--- src/hw/rtl/rgb_light_pattern_engine_core_defines.svh ---
// rgb_light_pattern_engine_core_defines.svh
// Assertion macros for the light pattern engine RTL. No dependencies.
// Expects signals named clock and reset in the including module.
`ifndef RGB_LIGHT_PATTERN_ENGINE_CORE_DEFINES_SVH
`define RGB_LIGHT_PATTERN_ENGINE_CORE_DEFINES_SVH

// Same-cycle implication, disabled in reset.
`define RLPE_ASSERT_SAME(lbl, ante, cons, msg) \
   lbl: assert property (@(posedge clock) disable iff (reset) (ante) |-> (cons)) \
      else $error(msg);

// Next-cycle implication, disabled in reset.
`define RLPE_ASSERT_NEXT(lbl, ante, cons, msg) \
   lbl: assert property (@(posedge clock) disable iff (reset) (ante) |=> (cons)) \
      else $error(msg);

`endif

--- src/hw/rtl/rlpe_pkg.sv ---
// rlpe_pkg.sv
// Types, mode codes, reset values and color helpers for the light pattern engine.
// No dependencies.
package rlpe_pkg;

   typedef struct packed {
      logic [7:0] r;
      logic [7:0] g;
      logic [7:0] b;
   } rgb_type;

   // controller -> datapath
   typedef struct packed {
      logic       capture;
      logic       tick_inc;
      logic       div_start;
      logic       tick_apply;
      logic       cmd_apply;
      logic       wr_en;
      logic       rd_en;
      logic       rd_cap;
      logic       play_adv;
      logic [1:0] byte_sel;
      logic [1:0] cap_sel;
      logic       publish;
   } ctrl_cmd_type;

   // datapath -> controller
   typedef struct packed {
      logic addr_match;
      logic slot_cmd;
      logic div_done;
      logic play_start;
   } dp_sts_type;

   // mode codes
   localparam logic [7:0] MODE_RGB_BLINK    = 8'd1;
   localparam logic [7:0] MODE_ONOFF_BLINK  = 8'd3;
   localparam logic [7:0] MODE_FADE_MIN     = 8'd4;
   localparam logic [7:0] MODE_RGB_FADE     = 8'd5;
   localparam logic [7:0] MODE_ONOFF_FADE   = 8'd7;
   localparam logic [7:0] MODE_TARGET_END   = 8'd8;
   localparam logic [7:0] MODE_ANIM_START   = 8'd63;
   localparam logic [7:0] MODE_SLOT_FIRST   = 8'd64;
   localparam logic [7:0] MODE_SLOT_END     = 8'd127;
   localparam logic [7:0] MODE_SAVE_MIN     = 8'd240;
   localparam logic [7:0] MODE_SET_ADDR     = 8'd241;

   localparam logic [7:0] BCAST_ADDR        = 8'hFF;
   localparam logic [7:0] FULL_DUTY         = 8'd255;
   localparam logic [7:0] ANIM_TICK_MASK    = 8'd63;
   localparam logic [7:0] SET_ADDR_SPEED    = 8'd64;

   // reset values
   localparam rgb_type    RST_COLOR         = '{r: 8'd255, g: 8'd255, b: 8'd0};
   localparam rgb_type    SET_ADDR_COLOR    = '{r: 8'd0, g: 8'd255, b: 8'd0};
   localparam logic [7:0] RST_MODE          = 8'd1;
   localparam logic [7:0] RST_FADE          = 8'd32;
   localparam logic [7:0] RST_UNIT_HI       = 8'd0;
   localparam logic [7:0] RST_UNIT_LO       = 8'd1;
   localparam logic [7:0] RST_BUS_ADDR      = 8'h11;

   // one count toward the target
   function automatic logic [7:0] approach(input logic [7:0] cur, input logic [7:0] tgt);
      logic [7:0] res;
      res = cur;
      if (cur > tgt) begin
         res = cur - 8'd1;
      end else if (cur < tgt) begin
         res = cur + 8'd1;
      end
      return res;
   endfunction

   // next color of the red -> yellow -> green -> cyan -> blue -> magenta wheel
   function automatic rgb_type rgb_cycle(input rgb_type c);
      rgb_type res;
      res = c;
      priority if (c.b == 8'd0 && c.r != 8'd0 && c.g == 8'd0) begin
         res.g = FULL_DUTY;
      end else if (c.r != 8'd0 && c.g != 8'd0) begin
         res.r = 8'd0;
      end else if (c.g != 8'd0 && c.b == 8'd0) begin
         res.b = FULL_DUTY;
      end else if (c.g != 8'd0 && c.b != 8'd0) begin
         res.g = 8'd0;
      end else if (c.b != 8'd0 && c.r == 8'd0) begin
         res.r = FULL_DUTY;
      end else if (c.b != 8'd0 && c.r != 8'd0) begin
         res.b = 8'd0;
      end else begin
         res.r = FULL_DUTY;
      end
      return res;
   endfunction

   // toggle between the saved color and dark
   function automatic rgb_type on_off(input rgb_type c, input rgb_type saved);
      rgb_type res;
      if (c == saved) begin
         res = '0;
      end else begin
         res = saved;
      end
      return res;
   endfunction

endpackage

--- src/hw/rtl/rlpe_ram.sv ---
// rlpe_ram.sv
// Generic single-write, single-read RAM with registered read data.
// No dependencies.
module rlpe_ram #(
   parameter int WIDTH = 8,
   parameter int DEPTH = 256
) (
   input  logic                     clock,
   input  logic                     wr_en,
   input  logic [$clog2(DEPTH)-1:0] wr_addr,
   input  logic [WIDTH-1:0]         wr_data,
   input  logic                     rd_en,
   input  logic [$clog2(DEPTH)-1:0] rd_addr,
   output logic [WIDTH-1:0]         rd_data
);

   logic [WIDTH-1:0] mem_ff [DEPTH];
   logic [WIDTH-1:0] rd_data_ff;

   always_ff @(posedge clock) begin
      if (wr_en) begin
         mem_ff[wr_addr] <= wr_data;
      end
      if (rd_en) begin
         rd_data_ff <= mem_ff[rd_addr];
      end
   end

   assign rd_data = rd_data_ff;

endmodule

--- src/hw/rtl/rlpe_div.sv ---
// rlpe_div.sv
// Bit-serial 8-bit remainder unit, one restoring step per cycle.
// No dependencies. A zero divisor yields the dividend as remainder.
module rlpe_div (
   input  logic       clock,
   input  logic       reset,
   input  logic       start,
   input  logic [7:0] dividend,
   input  logic [7:0] divisor,
   output logic       done,
   output logic [7:0] rem
);

   logic [3:0] cnt_ff, cnt_in;
   logic [7:0] sh_ff, sh_in;
   logic [7:0] rem_ff, rem_in;
   logic [7:0] dvs_ff, dvs_in;
   logic [8:0] trial;

   always_comb begin
      cnt_in = cnt_ff;
      sh_in  = sh_ff;
      rem_in = rem_ff;
      dvs_in = dvs_ff;
      trial  = {rem_ff, sh_ff[7]};
      if (start) begin
         cnt_in = 4'd8;
         sh_in  = dividend;
         rem_in = 8'd0;
         dvs_in = divisor;
      end else if (cnt_ff != 4'd0) begin
         cnt_in = cnt_ff - 4'd1;
         sh_in  = {sh_ff[6:0], 1'b0};
         if (trial >= {1'b0, dvs_ff}) begin
            rem_in = 8'(trial - {1'b0, dvs_ff});
         end else begin
            rem_in = trial[7:0];
         end
      end
   end

   always_ff @(posedge clock) begin
      if (reset) begin
         cnt_ff <= 4'd0;
      end else begin
         cnt_ff <= cnt_in;
      end
      sh_ff  <= sh_in;
      rem_ff <= rem_in;
      dvs_ff <= dvs_in;
   end

   assign done = (cnt_ff == 4'd0);
   assign rem  = rem_ff;

endmodule

--- src/hw/rtl/rlpe_dp.sv ---
// rlpe_dp.sv
// Datapath: engine state, command decode, pattern logic, slot store.
// Depends on rlpe_pkg, rlpe_div and rlpe_ram.
module rlpe_dp #(
   parameter int SEQ_DEPTH = 256
) (
   input  logic                  clock,
   input  logic                  reset,
   input  rlpe_pkg::ctrl_cmd_type cmd,
   output rlpe_pkg::dp_sts_type  sts,
   input  logic [7:0]            req_cmd_mode,
   input  logic [7:0]            req_cmd_speed,
   input  logic [7:0]            req_cmd_red,
   input  logic [7:0]            req_cmd_green,
   input  logic [7:0]            req_cmd_blue,
   input  logic [7:0]            req_cmd_addr_hi,
   input  logic [7:0]            req_cmd_addr_lo,
   output logic [7:0]            rsp_red_duty,
   output logic [7:0]            rsp_green_duty,
   output logic [7:0]            rsp_blue_duty,
   output logic [7:0]            rsp_mode_out,
   output logic [7:0]            rsp_bus_address_out
);

   localparam int AW   = $clog2(SEQ_DEPTH);
   localparam int ROWS = SEQ_DEPTH / 4;
   localparam int RW   = $clog2(ROWS);

   // captured transaction
   logic [7:0] c_mode_ff, c_speed_ff, c_addr_hi_ff, c_addr_lo_ff;
   rlpe_pkg::rgb_type c_rgb_ff;

   // engine state
   rlpe_pkg::rgb_type level_ff, level_in;
   rlpe_pkg::rgb_type target_ff, target_in;
   rlpe_pkg::rgb_type saved_ff, saved_in;
   logic [7:0]  mode_ff, mode_in;
   logic [7:0]  fade_ff, fade_in;
   logic [7:0]  tick_ff, tick_in;
   logic [15:0] anim_ff, anim_in;
   logic [7:0]  last_ff, last_in;
   logic [7:0]  unit_hi_ff, unit_hi_in;
   logic [7:0]  unit_lo_ff, unit_lo_in;
   logic [7:0]  bus_ff, bus_in;

   logic [ROWS-1:0] row_valid_ff;
   logic            rd_ok_ff;

   logic [7:0] tick_next;
   logic       div_done;
   logic [7:0] div_rem;
   logic       pat_hit;
   logic [7:0] eff_mode;
   logic [7:0] mode_tmp;
   logic [5:0] play_slot;
   logic [5:0] wr_slot;
   logic [7:0] wr_byte;
   logic [7:0] ram_q;
   logic [7:0] rd_byte;

   assign tick_next = tick_ff + 8'd1;
   assign pat_hit   = (anim_ff == {6'd0, fade_ff, 2'b00});
   assign eff_mode  = (mode_ff == rlpe_pkg::MODE_ANIM_START) ? rlpe_pkg::MODE_SLOT_FIRST
                                                             : mode_ff;
   // slot modes 64..126 map to slots 0..62 through the low bits
   assign play_slot = mode_ff[5:0];
   assign wr_slot   = c_mode_ff[5:0];
   assign rd_byte   = rd_ok_ff ? ram_q : 8'd0;

   always_comb begin
      unique case (cmd.byte_sel)
         2'd0:    wr_byte = c_speed_ff;
         2'd1:    wr_byte = c_rgb_ff.r;
         2'd2:    wr_byte = c_rgb_ff.g;
         default: wr_byte = c_rgb_ff.b;
      endcase
   end

   assign sts.addr_match = (c_addr_hi_ff == unit_hi_ff && c_addr_lo_ff == unit_lo_ff) ||
                           (c_addr_hi_ff == rlpe_pkg::BCAST_ADDR &&
                            c_addr_lo_ff == rlpe_pkg::BCAST_ADDR);
   assign sts.slot_cmd   = (c_mode_ff >= rlpe_pkg::MODE_SLOT_FIRST) &&
                           (c_mode_ff < rlpe_pkg::MODE_SLOT_END);
   assign sts.div_done   = div_done;
   assign sts.play_start = pat_hit && (eff_mode >= rlpe_pkg::MODE_SLOT_FIRST) &&
                           (eff_mode < rlpe_pkg::MODE_SLOT_END);

   rlpe_div u_div (
      .clock    (clock),
      .reset    (reset),
      .start    (cmd.div_start),
      .dividend (tick_next),
      .divisor  (fade_ff),
      .done     (div_done),
      .rem      (div_rem)
   );

   rlpe_ram #(
      .WIDTH (8),
      .DEPTH (SEQ_DEPTH)
   ) u_seq_ram (
      .clock   (clock),
      .wr_en   (cmd.wr_en),
      .wr_addr (AW'({wr_slot, cmd.byte_sel})),
      .wr_data (wr_byte),
      .rd_en   (cmd.rd_en),
      .rd_addr (AW'({play_slot, cmd.byte_sel})),
      .rd_data (ram_q)
   );

   always_comb begin
      level_in   = level_ff;
      target_in  = target_ff;
      saved_in   = saved_ff;
      mode_in    = mode_ff;
      fade_in    = fade_ff;
      tick_in    = tick_ff;
      anim_in    = anim_ff;
      last_in    = last_ff;
      unit_hi_in = unit_hi_ff;
      unit_lo_in = unit_lo_ff;
      bus_in     = bus_ff;
      mode_tmp   = mode_ff;

      if (cmd.tick_inc) begin
         tick_in = tick_next;
         if ((tick_next & rlpe_pkg::ANIM_TICK_MASK) == 8'd0) begin
            anim_in = anim_ff + 16'd1;
         end
      end

      // fade step, then the pattern action on a pattern period
      if (cmd.tick_apply) begin
         if (div_rem == 8'd0 && mode_ff >= rlpe_pkg::MODE_FADE_MIN) begin
            level_in.r = rlpe_pkg::approach(level_ff.r, target_ff.r);
            level_in.g = rlpe_pkg::approach(level_ff.g, target_ff.g);
            level_in.b = rlpe_pkg::approach(level_ff.b, target_ff.b);
         end
         if (pat_hit) begin
            anim_in = 16'd0;
            unique case (mode_ff)
               rlpe_pkg::MODE_RGB_BLINK:   level_in  = rlpe_pkg::rgb_cycle(level_ff);
               rlpe_pkg::MODE_ONOFF_BLINK: level_in  = rlpe_pkg::on_off(level_ff, saved_ff);
               rlpe_pkg::MODE_RGB_FADE:    target_in = rlpe_pkg::rgb_cycle(target_ff);
               rlpe_pkg::MODE_ONOFF_FADE:  target_in = rlpe_pkg::on_off(target_ff, saved_ff);
               default:                    mode_in   = eff_mode;
            endcase
         end
      end

      // slot playback: speed then red, green, blue
      if (cmd.rd_cap) begin
         unique case (cmd.cap_sel)
            2'd0:    fade_in     = rd_byte;
            2'd1:    target_in.r = rd_byte;
            2'd2:    target_in.g = rd_byte;
            default: target_in.b = rd_byte;
         endcase
      end
      if (cmd.play_adv) begin
         mode_in = (mode_ff >= last_ff) ? rlpe_pkg::MODE_SLOT_FIRST : mode_ff + 8'd1;
      end

      if (cmd.cmd_apply && sts.addr_match) begin
         tick_in = 8'd0;
         anim_in = 16'd0;
         if (c_mode_ff < rlpe_pkg::MODE_FADE_MIN) begin
            level_in = c_rgb_ff;
            saved_in = c_rgb_ff;
         end else if (c_mode_ff < rlpe_pkg::MODE_TARGET_END) begin
            target_in = c_rgb_ff;
            saved_in  = c_rgb_ff;
         end else if (c_mode_ff == rlpe_pkg::MODE_SET_ADDR) begin
            unit_hi_in = c_rgb_ff.r;
            unit_lo_in = c_rgb_ff.g;
            bus_in     = c_rgb_ff.b;
            mode_tmp   = rlpe_pkg::MODE_RGB_FADE;
            fade_in    = rlpe_pkg::SET_ADDR_SPEED;
            target_in  = rlpe_pkg::SET_ADDR_COLOR;
            saved_in   = rlpe_pkg::SET_ADDR_COLOR;
         end
         mode_in = mode_tmp;
         if (c_mode_ff <= rlpe_pkg::MODE_ANIM_START) begin
            mode_in = c_mode_ff;
            fade_in = c_speed_ff;
         end else if (c_mode_ff < rlpe_pkg::MODE_SLOT_END) begin
            last_in = c_mode_ff;
         end else if (c_mode_ff >= rlpe_pkg::MODE_SAVE_MIN) begin
            if (mode_tmp > rlpe_pkg::MODE_ANIM_START) begin
               mode_in = rlpe_pkg::MODE_ANIM_START;
            end
         end
      end
   end

   always_ff @(posedge clock) begin
      if (reset) begin
         level_ff     <= rlpe_pkg::RST_COLOR;
         target_ff    <= rlpe_pkg::RST_COLOR;
         saved_ff     <= rlpe_pkg::RST_COLOR;
         mode_ff      <= rlpe_pkg::RST_MODE;
         fade_ff      <= rlpe_pkg::RST_FADE;
         tick_ff      <= 8'd0;
         anim_ff      <= 16'd0;
         last_ff      <= 8'd0;
         unit_hi_ff   <= rlpe_pkg::RST_UNIT_HI;
         unit_lo_ff   <= rlpe_pkg::RST_UNIT_LO;
         bus_ff       <= rlpe_pkg::RST_BUS_ADDR;
         row_valid_ff <= '0;
      end else begin
         level_ff     <= level_in;
         target_ff    <= target_in;
         saved_ff     <= saved_in;
         mode_ff      <= mode_in;
         fade_ff      <= fade_in;
         tick_ff      <= tick_in;
         anim_ff      <= anim_in;
         last_ff      <= last_in;
         unit_hi_ff   <= unit_hi_in;
         unit_lo_ff   <= unit_lo_in;
         bus_ff       <= bus_in;
         if (cmd.wr_en) begin
            row_valid_ff[RW'(wr_slot)] <= 1'b1;
         end
      end
   end

   // payload registers, no reset
   always_ff @(posedge clock) begin
      if (cmd.capture) begin
         c_mode_ff    <= req_cmd_mode;
         c_speed_ff   <= req_cmd_speed;
         c_rgb_ff     <= '{r: req_cmd_red, g: req_cmd_green, b: req_cmd_blue};
         c_addr_hi_ff <= req_cmd_addr_hi;
         c_addr_lo_ff <= req_cmd_addr_lo;
      end
      if (cmd.rd_en) begin
         rd_ok_ff <= row_valid_ff[RW'(play_slot)];
      end
      if (cmd.publish) begin
         rsp_red_duty        <= level_ff.r;
         rsp_green_duty      <= level_ff.g;
         rsp_blue_duty       <= level_ff.b;
         rsp_mode_out        <= mode_ff;
         rsp_bus_address_out <= bus_ff;
      end
   end

endmodule

--- src/hw/rtl/rlpe_ctrl.sv ---
// rlpe_ctrl.sv
// Controller state machine: sequences ticks, commands, slot reads and writes.
// Depends on rlpe_pkg and rgb_light_pattern_engine_core_defines.svh.
`include "rgb_light_pattern_engine_core_defines.svh"

module rlpe_ctrl (
   input  logic                   clock,
   input  logic                   reset,
   input  logic                   req_valid,
   output logic                   req_ready,
   input  logic                   req_func,
   output logic                   rsp_valid,
   input  logic                   rsp_ready,
   output rlpe_pkg::ctrl_cmd_type cmd,
   input  rlpe_pkg::dp_sts_type   sts
);

   localparam logic [2:0] S_IDLE  = 3'd0;
   localparam logic [2:0] S_TICK  = 3'd1;
   localparam logic [2:0] S_DIV   = 3'd2;
   localparam logic [2:0] S_APPLY = 3'd3;
   localparam logic [2:0] S_RD    = 3'd4;
   localparam logic [2:0] S_CMD   = 3'd5;
   localparam logic [2:0] S_WR    = 3'd6;
   localparam logic [2:0] S_DONE  = 3'd7;

   localparam logic [2:0] WR_LAST = 3'd3;
   localparam logic [2:0] RD_LAST = 3'd4;

   logic [2:0] state_ff, state_in;
   logic [2:0] cnt_ff, cnt_in;
   logic       rsp_valid_ff, rsp_valid_in;

   always_comb begin
      state_in     = state_ff;
      cnt_in       = cnt_ff;
      cmd          = '0;
      req_ready    = 1'b0;

      unique case (state_ff)
         S_IDLE: begin
            req_ready = 1'b1;
            if (req_valid) begin
               cmd.capture = 1'b1;
               state_in    = req_func ? S_CMD : S_TICK;
            end
         end
         S_TICK: begin
            cmd.tick_inc  = 1'b1;
            cmd.div_start = 1'b1;
            state_in      = S_DIV;
         end
         S_DIV: begin
            if (sts.div_done) begin
               state_in = S_APPLY;
            end
         end
         S_APPLY: begin
            cmd.tick_apply = 1'b1;
            cnt_in         = 3'd0;
            state_in       = sts.play_start ? S_RD : S_DONE;
         end
         S_RD: begin
            // each read is captured in the cycle after it is issued
            cmd.rd_en    = (cnt_ff != RD_LAST);
            cmd.byte_sel = cnt_ff[1:0];
            cmd.rd_cap   = (cnt_ff != 3'd0);
            cmd.cap_sel  = 2'(cnt_ff - 3'd1);
            cnt_in       = cnt_ff + 3'd1;
            if (cnt_ff == RD_LAST) begin
               cmd.play_adv = 1'b1;
               state_in     = S_DONE;
            end
         end
         S_CMD: begin
            cmd.cmd_apply = 1'b1;
            cnt_in        = 3'd0;
            state_in      = (sts.addr_match && sts.slot_cmd) ? S_WR : S_DONE;
         end
         S_WR: begin
            cmd.wr_en    = 1'b1;
            cmd.byte_sel = cnt_ff[1:0];
            cnt_in       = cnt_ff + 3'd1;
            if (cnt_ff == WR_LAST) begin
               state_in = S_DONE;
            end
         end
         default: begin
            if (!rsp_valid_ff || rsp_ready) begin
               cmd.publish = 1'b1;
               state_in    = S_IDLE;
            end
         end
      endcase
   end

   always_comb begin
      rsp_valid_in = rsp_valid_ff;
      if (cmd.publish) begin
         rsp_valid_in = 1'b1;
      end else if (rsp_ready) begin
         rsp_valid_in = 1'b0;
      end
   end

   always_ff @(posedge clock) begin
      if (reset) begin
         state_ff     <= S_IDLE;
         cnt_ff       <= 3'd0;
         rsp_valid_ff <= 1'b0;
      end else begin
         state_ff     <= state_in;
         cnt_ff       <= cnt_in;
         rsp_valid_ff <= rsp_valid_in;
      end
   end

   assign rsp_valid = rsp_valid_ff;

   `RLPE_ASSERT_SAME(a_wr_cnt_range, state_ff == S_WR, cnt_ff <= WR_LAST, "slot write count out of range")
   `RLPE_ASSERT_NEXT(a_div_exit, (state_ff == S_DIV) && sts.div_done, state_ff == S_APPLY, "remainder done but no fade step")
   `RLPE_ASSERT_NEXT(a_done_hold, (state_ff == S_DONE) && rsp_valid_ff && !rsp_ready, state_ff == S_DONE, "result published over an untaken one")

endmodule

--- src/hw/rtl/rgb_light_pattern_engine_core.sv ---
// RGB light pattern engine. Each request transaction is a timer tick (req_func = 0) or a
// decoded 7-byte command (req_func = 1); every request yields exactly one response
// transaction carrying the three PWM duties, the mode and the bus address as they stand
// after that request. For a tick, the fade test needs tick_count modulo the fade period,
// which a bit-serial remainder unit works out; on a pattern period in slot playback the
// tick then reads the four bytes of the slot from the sequence RAM, one read port. A
// command that stores an animation slot makes four RAM writes. One request is in work
// at a time; a finished response waits in its output register, so the next request is
// accepted while the previous response is still untaken. Speed 0 makes the remainder
// equal tick_count itself. Slot storage is cleared at reset through per-slot valid bits,
// so no clearing pass is needed and the block is ready straight out of reset.
// Depends on rlpe_pkg, rlpe_ctrl, rlpe_dp (with rlpe_div and rlpe_ram).
module rgb_light_pattern_engine_core #(
   parameter int SEQ_DEPTH = 256
) (
   input  logic       clock,
   input  logic       reset,
   // request channel
   input  logic       req_valid,
   output logic       req_ready,
   input  logic       req_func,
   input  logic [7:0] req_cmd_mode,
   input  logic [7:0] req_cmd_speed,
   input  logic [7:0] req_cmd_red,
   input  logic [7:0] req_cmd_green,
   input  logic [7:0] req_cmd_blue,
   input  logic [7:0] req_cmd_addr_hi,
   input  logic [7:0] req_cmd_addr_lo,
   // response channel
   output logic       rsp_valid,
   input  logic       rsp_ready,
   output logic [7:0] rsp_red_duty,
   output logic [7:0] rsp_green_duty,
   output logic [7:0] rsp_blue_duty,
   output logic [7:0] rsp_mode_out,
   output logic [7:0] rsp_bus_address_out
);

   rlpe_pkg::ctrl_cmd_type cmd;
   rlpe_pkg::dp_sts_type   sts;

   // sequencing: one state per phase of a tick or command
   rlpe_ctrl u_ctrl (
      .clock     (clock),
      .reset     (reset),
      .req_valid (req_valid),
      .req_ready (req_ready),
      .req_func  (req_func),
      .rsp_valid (rsp_valid),
      .rsp_ready (rsp_ready),
      .cmd       (cmd),
      .sts       (sts)
   );

   // colors, counters, addresses, slot store and the response register
   rlpe_dp #(
      .SEQ_DEPTH (SEQ_DEPTH)
   ) u_dp (
      .clock               (clock),
      .reset               (reset),
      .cmd                 (cmd),
      .sts                 (sts),
      .req_cmd_mode        (req_cmd_mode),
      .req_cmd_speed       (req_cmd_speed),
      .req_cmd_red         (req_cmd_red),
      .req_cmd_green       (req_cmd_green),
      .req_cmd_blue        (req_cmd_blue),
      .req_cmd_addr_hi     (req_cmd_addr_hi),
      .req_cmd_addr_lo     (req_cmd_addr_lo),
      .rsp_red_duty        (rsp_red_duty),
      .rsp_green_duty      (rsp_green_duty),
      .rsp_blue_duty       (rsp_blue_duty),
      .rsp_mode_out        (rsp_mode_out),
      .rsp_bus_address_out (rsp_bus_address_out)
   );

endmodule
--- config.mk ---
export PLATFORM = sky130hd
export DESIGN_NAME = rgb_light_pattern_engine_core
export DESIGN_NICKNAME = d
export VERILOG_FILES = /design/src/hw/rtl/rlpe_pkg.sv /design/src/hw/rtl/rlpe_ram.sv /design/src/hw/rtl/rlpe_div.sv /design/src/hw/rtl/rlpe_dp.sv /design/src/hw/rtl/rlpe_ctrl.sv /design/src/hw/rtl/rgb_light_pattern_engine_core.sv
export VERILOG_INCLUDE_DIRS = /design/src /design/src/hw/rtl
export SDC_FILE = /design/constraint.sdc
export NUM_CORES = 2
export LEC_CHECK = 0
export ABC_AREA = 1
export BUFFER_PORTS_ARGS = -buffer_cell sky130_fd_sc_hd__buf_4
export CORE_MARGIN = 4
export CORE_UTILIZATION = 55
export DETAILED_ROUTE_END_ITERATION = 8
export PLACE_DENSITY = 0.74
export SYNTH_ARGS = -nofsm -noshare
export SYNTH_HDL_FRONTEND = slang
export SYNTH_SLANG_ARGS = --single-unit
--- constraint.sdc ---
create_clock -name clock -period 12.45 [get_ports clock]
set_clock_uncertainty 0.2 [all_clocks]
set_input_delay 0.6225 -clock clock [delete_from_list [all_inputs] [get_ports clock]]
set_output_delay 0.6225 -clock clock [all_outputs]
set_load 0.1 [all_outputs]
* Word level (Yosys, flattened, before mapping) *
Memory sizes are Yosys's and may differ from the RTL's. A register that Yosys moved wholly into a read port is not among the register bits.
Cells that the tools add are included.

word-level totals
  flip-flop bits (word level) = 340
  RAM bits = 2,048
  bits of input ports = 61
  output and inout port bits = 42
  word-level logic and storage cells = 299
  memories = 1

cells by class
  add/subtract/negate cells = 13
  order comparisons = 21
  equality and inequality tests = 31
  mux-type cells = 125
  bitwise operators = 4
  reductions and logical operators = 65

memory list
  name                   words  bits a word  rd ports  clocked after Yosys merged registers in  write ports  RTL line        source
  u_dp.u_seq_ram.mem_ff  256    8            1         1                                        1            rlpe_ram.sv:17  logic [WIDTH-1:0] mem_ff [DEPTH];

operators by type and width
  kind                                                  number
  2-to-1 mux 8 bit                                      59
  2-to-1 mux 24 bit                                     17
  2-to-1 mux 16 bit                                     13
  case mux 24 bit (2 select lines)                      2
  zero test 8 bit                                       8
  OR 64 bit                                             1
  nonzero test 8 bit                                    7
  == test 24 bit                                        2
  adder 8 x 1 -> 8 bit (second input constant)          5
  == test 8 bit (second input constant)                 3
  greater-than comparator 8 bit                         3
  < comparator 8 bit                                    3
  case mux 8 bit (3 select lines)                       1
  subtractor 8 x 1 -> 8 bit (second input constant)     3
  logical AND 1 bit                                     23
  2-to-1 mux 3 bit                                      7
  case mux 3 bit (7 select lines)                       1
  adder 16 x 1 -> 16 bit (second input constant)        1
  == test 16 x 10 -> 1 bit                              1
  == test 8 x 3 -> 1 bit (second input constant)        2
  == test 8 bit                                         2
  >= comparator 8 x 7 -> 1 bit (second input constant)  2
  < comparator 8 x 7 -> 1 bit (second input constant)   2
  2-to-1 mux 1 bit                                      16
  48 further kinds                                      75

* Longest topological paths before layout *
  word-level depth = 22
  depth in mapped cells = 21
  mapped depth without buffers = 19

* By module *
A second synthesis with hierarchy kept.

unflattened totals
  cell total of the unflattened synthesis = 9,769
  area total of the unflattened synthesis = 103,254.0 µm²

modules (own cells, without submodules)
  module     instances  cells each  area an instance (µm²)  sequential area each (µm²)
  rlpe_ram   1          7,003       83,476.3                61,739.2
  rlpe_dp    1          2,458       17,474.3                7,076.8
  rlpe_div   1          212         1,706.6                 720.7
  rlpe_ctrl  1          96          596.8                   140.1

* Worst setup path after synthesis *
Ideal clock, no wire load.

  kind = flip-flop to flip-flop
  from = reg u_ctrl.cnt_ff[0]
  to = mem u_dp.u_seq_ram.mem_ff[0][1] (data pin)
  library setup time = 2.189 ns
  arrival = 11.251 ns
  required time = 10.061 ns
  slack = -1.189 ns
  stages on the path, launching flop included = 8
  buffers on the path = 3
  period minus slack after synthesis = 13.639 ns
  path through = dfxtp_1 > buf_2 > inv_4 > nor2_4 > nand2_2 > clkbuf_1 > clkbuf_1 > o21ai_0

between the ends
  word-level cells in the longest chain between the ends = 3

ends and longest elaborated chain
  element                                      RTL line          source
  start: declaration                           rlpe_ctrl.sv:31   logic [2:0] cnt_ff, cnt_in;
  start signal: assignment                     rlpe_ctrl.sv:113  cnt_ff <= cnt_in;
  2-to-1 mux 2 bit *                           rlpe_ctrl.sv:40   unique case (state_ff)
  == test 2 bit, or another cell as far along  rlpe_dp.sv:71     unique case (cmd.byte_sel)
  case mux 8 bit (3 select lines) *            rlpe_dp.sv:71
  named net u_dp.u_seq_ram.wr_data[1]          rlpe_ram.sv:11    input logic [WIDTH-1:0] wr_data,
  end: declaration                             rlpe_ram.sv:17

Mark *: on every way through the listed nets, which the timed path passes. The rest lies on a longest branch.

* Worst setup path after layout *
  from = reg u_ctrl.state_ff[2]
  to = reg u_dp.u_seq_ram.rd_data_ff[4] (netlist: u_dp.u_seq_ram.rd_data[4]), read port of u_dp.u_seq_ram.mem_ff (data pin)

between the ends
  word-level cells in the longest chain between the ends = 3

ends and longest elaborated chain
  element                       RTL line          source
  start: declaration            rlpe_ctrl.sv:30   logic [2:0] state_ff, state_in;
  start signal: assignment      rlpe_ctrl.sv:112  state_ff <= state_in;
  == test 3 bit                 rlpe_ctrl.sv:40
  OR reduction 2 bit (no line)  n/a
  2-to-1 mux 2 bit              rlpe_ctrl.sv:40
  end: declaration              rlpe_ram.sv:18    logic [WIDTH-1:0] rd_data_ff;

Parallel ways exist; a longest one is shown, timed or not.
A chain may end at the register's enable or synchronous reset.

==> metrics.md <==
| Metric | Value |
|---|---|
| Critical-path cell list | inv_2 -> nor2_4 -> buf_4 -> nand2_4 -> nor2_4 -> buf_4 -> buf_4 -> buf_4 -> nand2_1 -> nand4_1 -> o211ai_1 -> nand2_1 -> nand3_1 -> nand2_1 -> nand3_1 -> nand2_1 |
| Worst Path Max Fanout | 76 |
| Unrepaired setup endpoints after global routing | false |
| Via count | 75790 |
| Number of flops mapped to enable cells by yosys | 2169 |
| Synthesis-stage register bit count | 2396 |
| GRT Total Usage | 30.63% |
| Predominant post-synthesis flop cell | edfxtp_1 |
| Sequential area share after synthesis | 67.43% |
| Rel. slew slack | 13.07% |
| Final nets | 10310 |
| Final period util | 49.00% |
| Synth top area cells | edfxtp_1 63%, nand2_1 12%, nor2_1 4.5% |
| Peak supply drop | 0.1376 mV |
| Clock Tree Buf Depth | 3 |
| Cts repair resizes | 0 |
| Pwr/cell area | 164.8 mW/mm2 |
| Share of cells above drive strength 1 | 6.124% |
| Clk root buf | clkbuf_16 |
| Post-synth top area share | 63.04% |
| DRT Pass-1 Iters | 6 |
| Async SR Flop Fraction | 0% |
| Final worst path period need | 6100 ps |
| Post-CTS Setup Inserts | 0 |
| Worst R2R Setup Slack | 6350 ps |
| Final Setup Violations | 0 |
| Critical path's top delay family | buffers and inverters |
| Ys Warns | 0 |
| Hpwl dp | 176.4 mm |
| Post-route DRC | 0 |
| First-pass GRT wire length | 451.0 mm |
| Worst EP arrival | 6670 ps |
| Die X | 441.4 um |
| RD Place Congestion | 0.9450 |
| Hold slack | 59.45 ps |
| Fmax achieved | 0.1639 GHz |
| Vias per cell | 5.890 |
| Count leader, synth | nand2_1 |
| Final Cell Area | 0.1146 mm2 |
| Critical path's largest stage delay | 810 ps |
| Vias in the first global route | 72560 |
| Critical path buffer and inverter count | 5 |
| Final Hold Viols | 0 |
| Initial core utilization | 55.54% |
| DRT iter0 DRCs | 9762 |
| LEAKAGE | 44.47 nW |
| Syn Nets | 10310 |
| Die height | 441.4 um |
| Syn Area/Cell | 10.14 um2 |
| Final worst slack | 6350 ps |
| Worst Tran Pin Value | 1300 ps |
| Clock latency on the worst-skew pair | 900 ps |
| Worst Hold Class | primary input to flip-flop |
| # IOs | 103 |
| Synth Cell Area | 0.1033 mm2 |
| Largest net degree at the start of global routing | 211 |
| Maxcap violations | 0 |
| CTS Sinks | 2396 |
| Routed length per instance | 23.52 um |
| Worst path required time | 13010 ps |
| Cell taking the most area after synthesis | edfxtp_1 |
| Kind of end point of the critical path | flip-flop |
| Commonest cells post-synth | 3378 x nand2_1, 2169 x edfxtp_1, 1237 x nor2_1, 859 x nand3_1, 683 x inv_1 |
| Die ar. | 0.1949 mm2 |
| Initial antenna violation count | 1 |
| Status | completed |
| Fin. max-slew vios | 0 |
| Routed WL | 302.6 mm |
| Synth cell types | 53 |
| Critical path type | flip-flop to flip-flop |
| Htree depth | 4 |
| # rows | 158 |
| Area post-placement | 0.1062 mm2 |
| Post-Place Worst Slack | 6476 ps |
| Syn-to-layout area delta | 10.86% |
| Post-synthesis instance total | 10190 |
| CTS buffer count | 232 |
| Port Buffers | 102 |
| CTS tree | yes |
| Overflow after GRT | 0 |
| Crit-path slowest cell | buf_4 |
| Worst-path clk slew | 60 ps |
| Power Total | 18.87 mW |
| CP Launch Type | flip-flop |
| Fin util | 61.58% |
| Post-route ant nets | 0 |
| Core ar. | 0.1860 mm2 |
-- cell type report --
type                       count  area (um2)
fill                       14450       71480
sequential                  2396       69690
multi-input combinational   6582       29000
clock buffer                 298        6227
tap                         2480        3103
inverter                     702        2653
timing repair buffer         268        2322
clock inverter               139        1555
antenna                        1       2.502
-- worst paths after layout --
path                                       to  cells after the start          startpoint
setup / recovery    u_dp.u_seq_ram.rd_data[4]                     16  u_ctrl.state_ff[2]
hold / removal             u_ctrl.state_ff[2]                      4           req_valid
setup reg to reg    u_dp.u_seq_ram.rd_data[4]                     16  u_ctrl.state_ff[2]
hold reg to reg   u_dp.rsp_bus_address_out[3]                      0      u_dp.bus_ff[3]
-- per-stage QoR --
| step | instances | TNS [ps] |
|---|---|---|
| detailed placement | 12370 | 0 |
| CTS | 12870 | 0 |
| global placement | 12370 | 0 |
| global route | 12870 | 0 |
| floorplan | 10190 | -1419990 |
| finish | 12870 | 0 |
-- what timing repair did --
action | CTS | global route
setup endpoints to repair | 0 | 0
endpoints found under the hold margin | 76 | 0
hold buffers | 59 | 0
-- cells in the final DEF (no fill, tap or decap), types with 9 or more instances in the layout --
cell type and instances:
nor2_4 9, xnor2_1 37, buf_4 196, o211ai_1 19, ha_1 61, nand3_1 859, nand3b_1 19, o221ai_1 16
edfxtp_1 2169, nand2_1 3374, nand4_1 205, clkinv_1 55, clkbuf_16 235, a21oi_1 299, a22oi_1 23, clkbuf_1 52
nor2_2 13, clkbuf_8 11, xor2_1 48, nor2_1 1229, bufinv_16 24, clkinv_2 45, buf_12 13, o21ai_0 219
dlygate4sd3_1 59, inv_1 679, dfxtp_1 221, nor3_1 41
-- sequential cells by signal, summed over array words and instances, names as in the netlist, 16 cells and up --
register	flops
u_dp.level_ff	24
u_dp.c_rgb_ff	24
u_dp.row_valid_ff	64
u_dp.anim_ff	16
u_dp.target_ff	24
u_dp.saved_ff	24
u_dp.u_seq_ram.mem_ff	2048
-- cell families after synthesis --
kind of cell	Yosys count	synth area share, %
AO/OA/AOI/OAI	641	3.391
XOR/XNOR	85	0.7205
adder cells (fa/ha/maj)	62	0.7580
buffers and inverters	1213	4.759
flip-flops	2396	67.43
multiplexers	3	0.03148
AND/OR/NAND/NOR	5791	22.91
-- metal layers --
layer	part of all wire, %	wire [um]	GRT usage (%)	up-vias
met4	5.5	16550	14.93	0
met5	0	0	0	-
met2	46	140300	49.03	4724
met3	11	33310	5.893	863
li1	-	-	-	34090
met1	37	112400	40.48	36110
-- where the power goes --
part | internal [mW] | switching (mW) | total [mW] | leakage (nW)
Combinational | 0.374 | 1.78 | 2.15 | 19.3
Sequential | 9.44 | 0.130 | 9.57 | 21.4
Clock | 4.05 | 3.10 | 7.15 | 3.79
Total | 13.9 | 5.01 | 18.9 | 44.5
-- tightest hold or removal path: stages --
cell     delay, ps
buf_4          120
o21ai_0        160
nand2_1         90
a21oi_1         60
(Power assumes the default switching activity.)
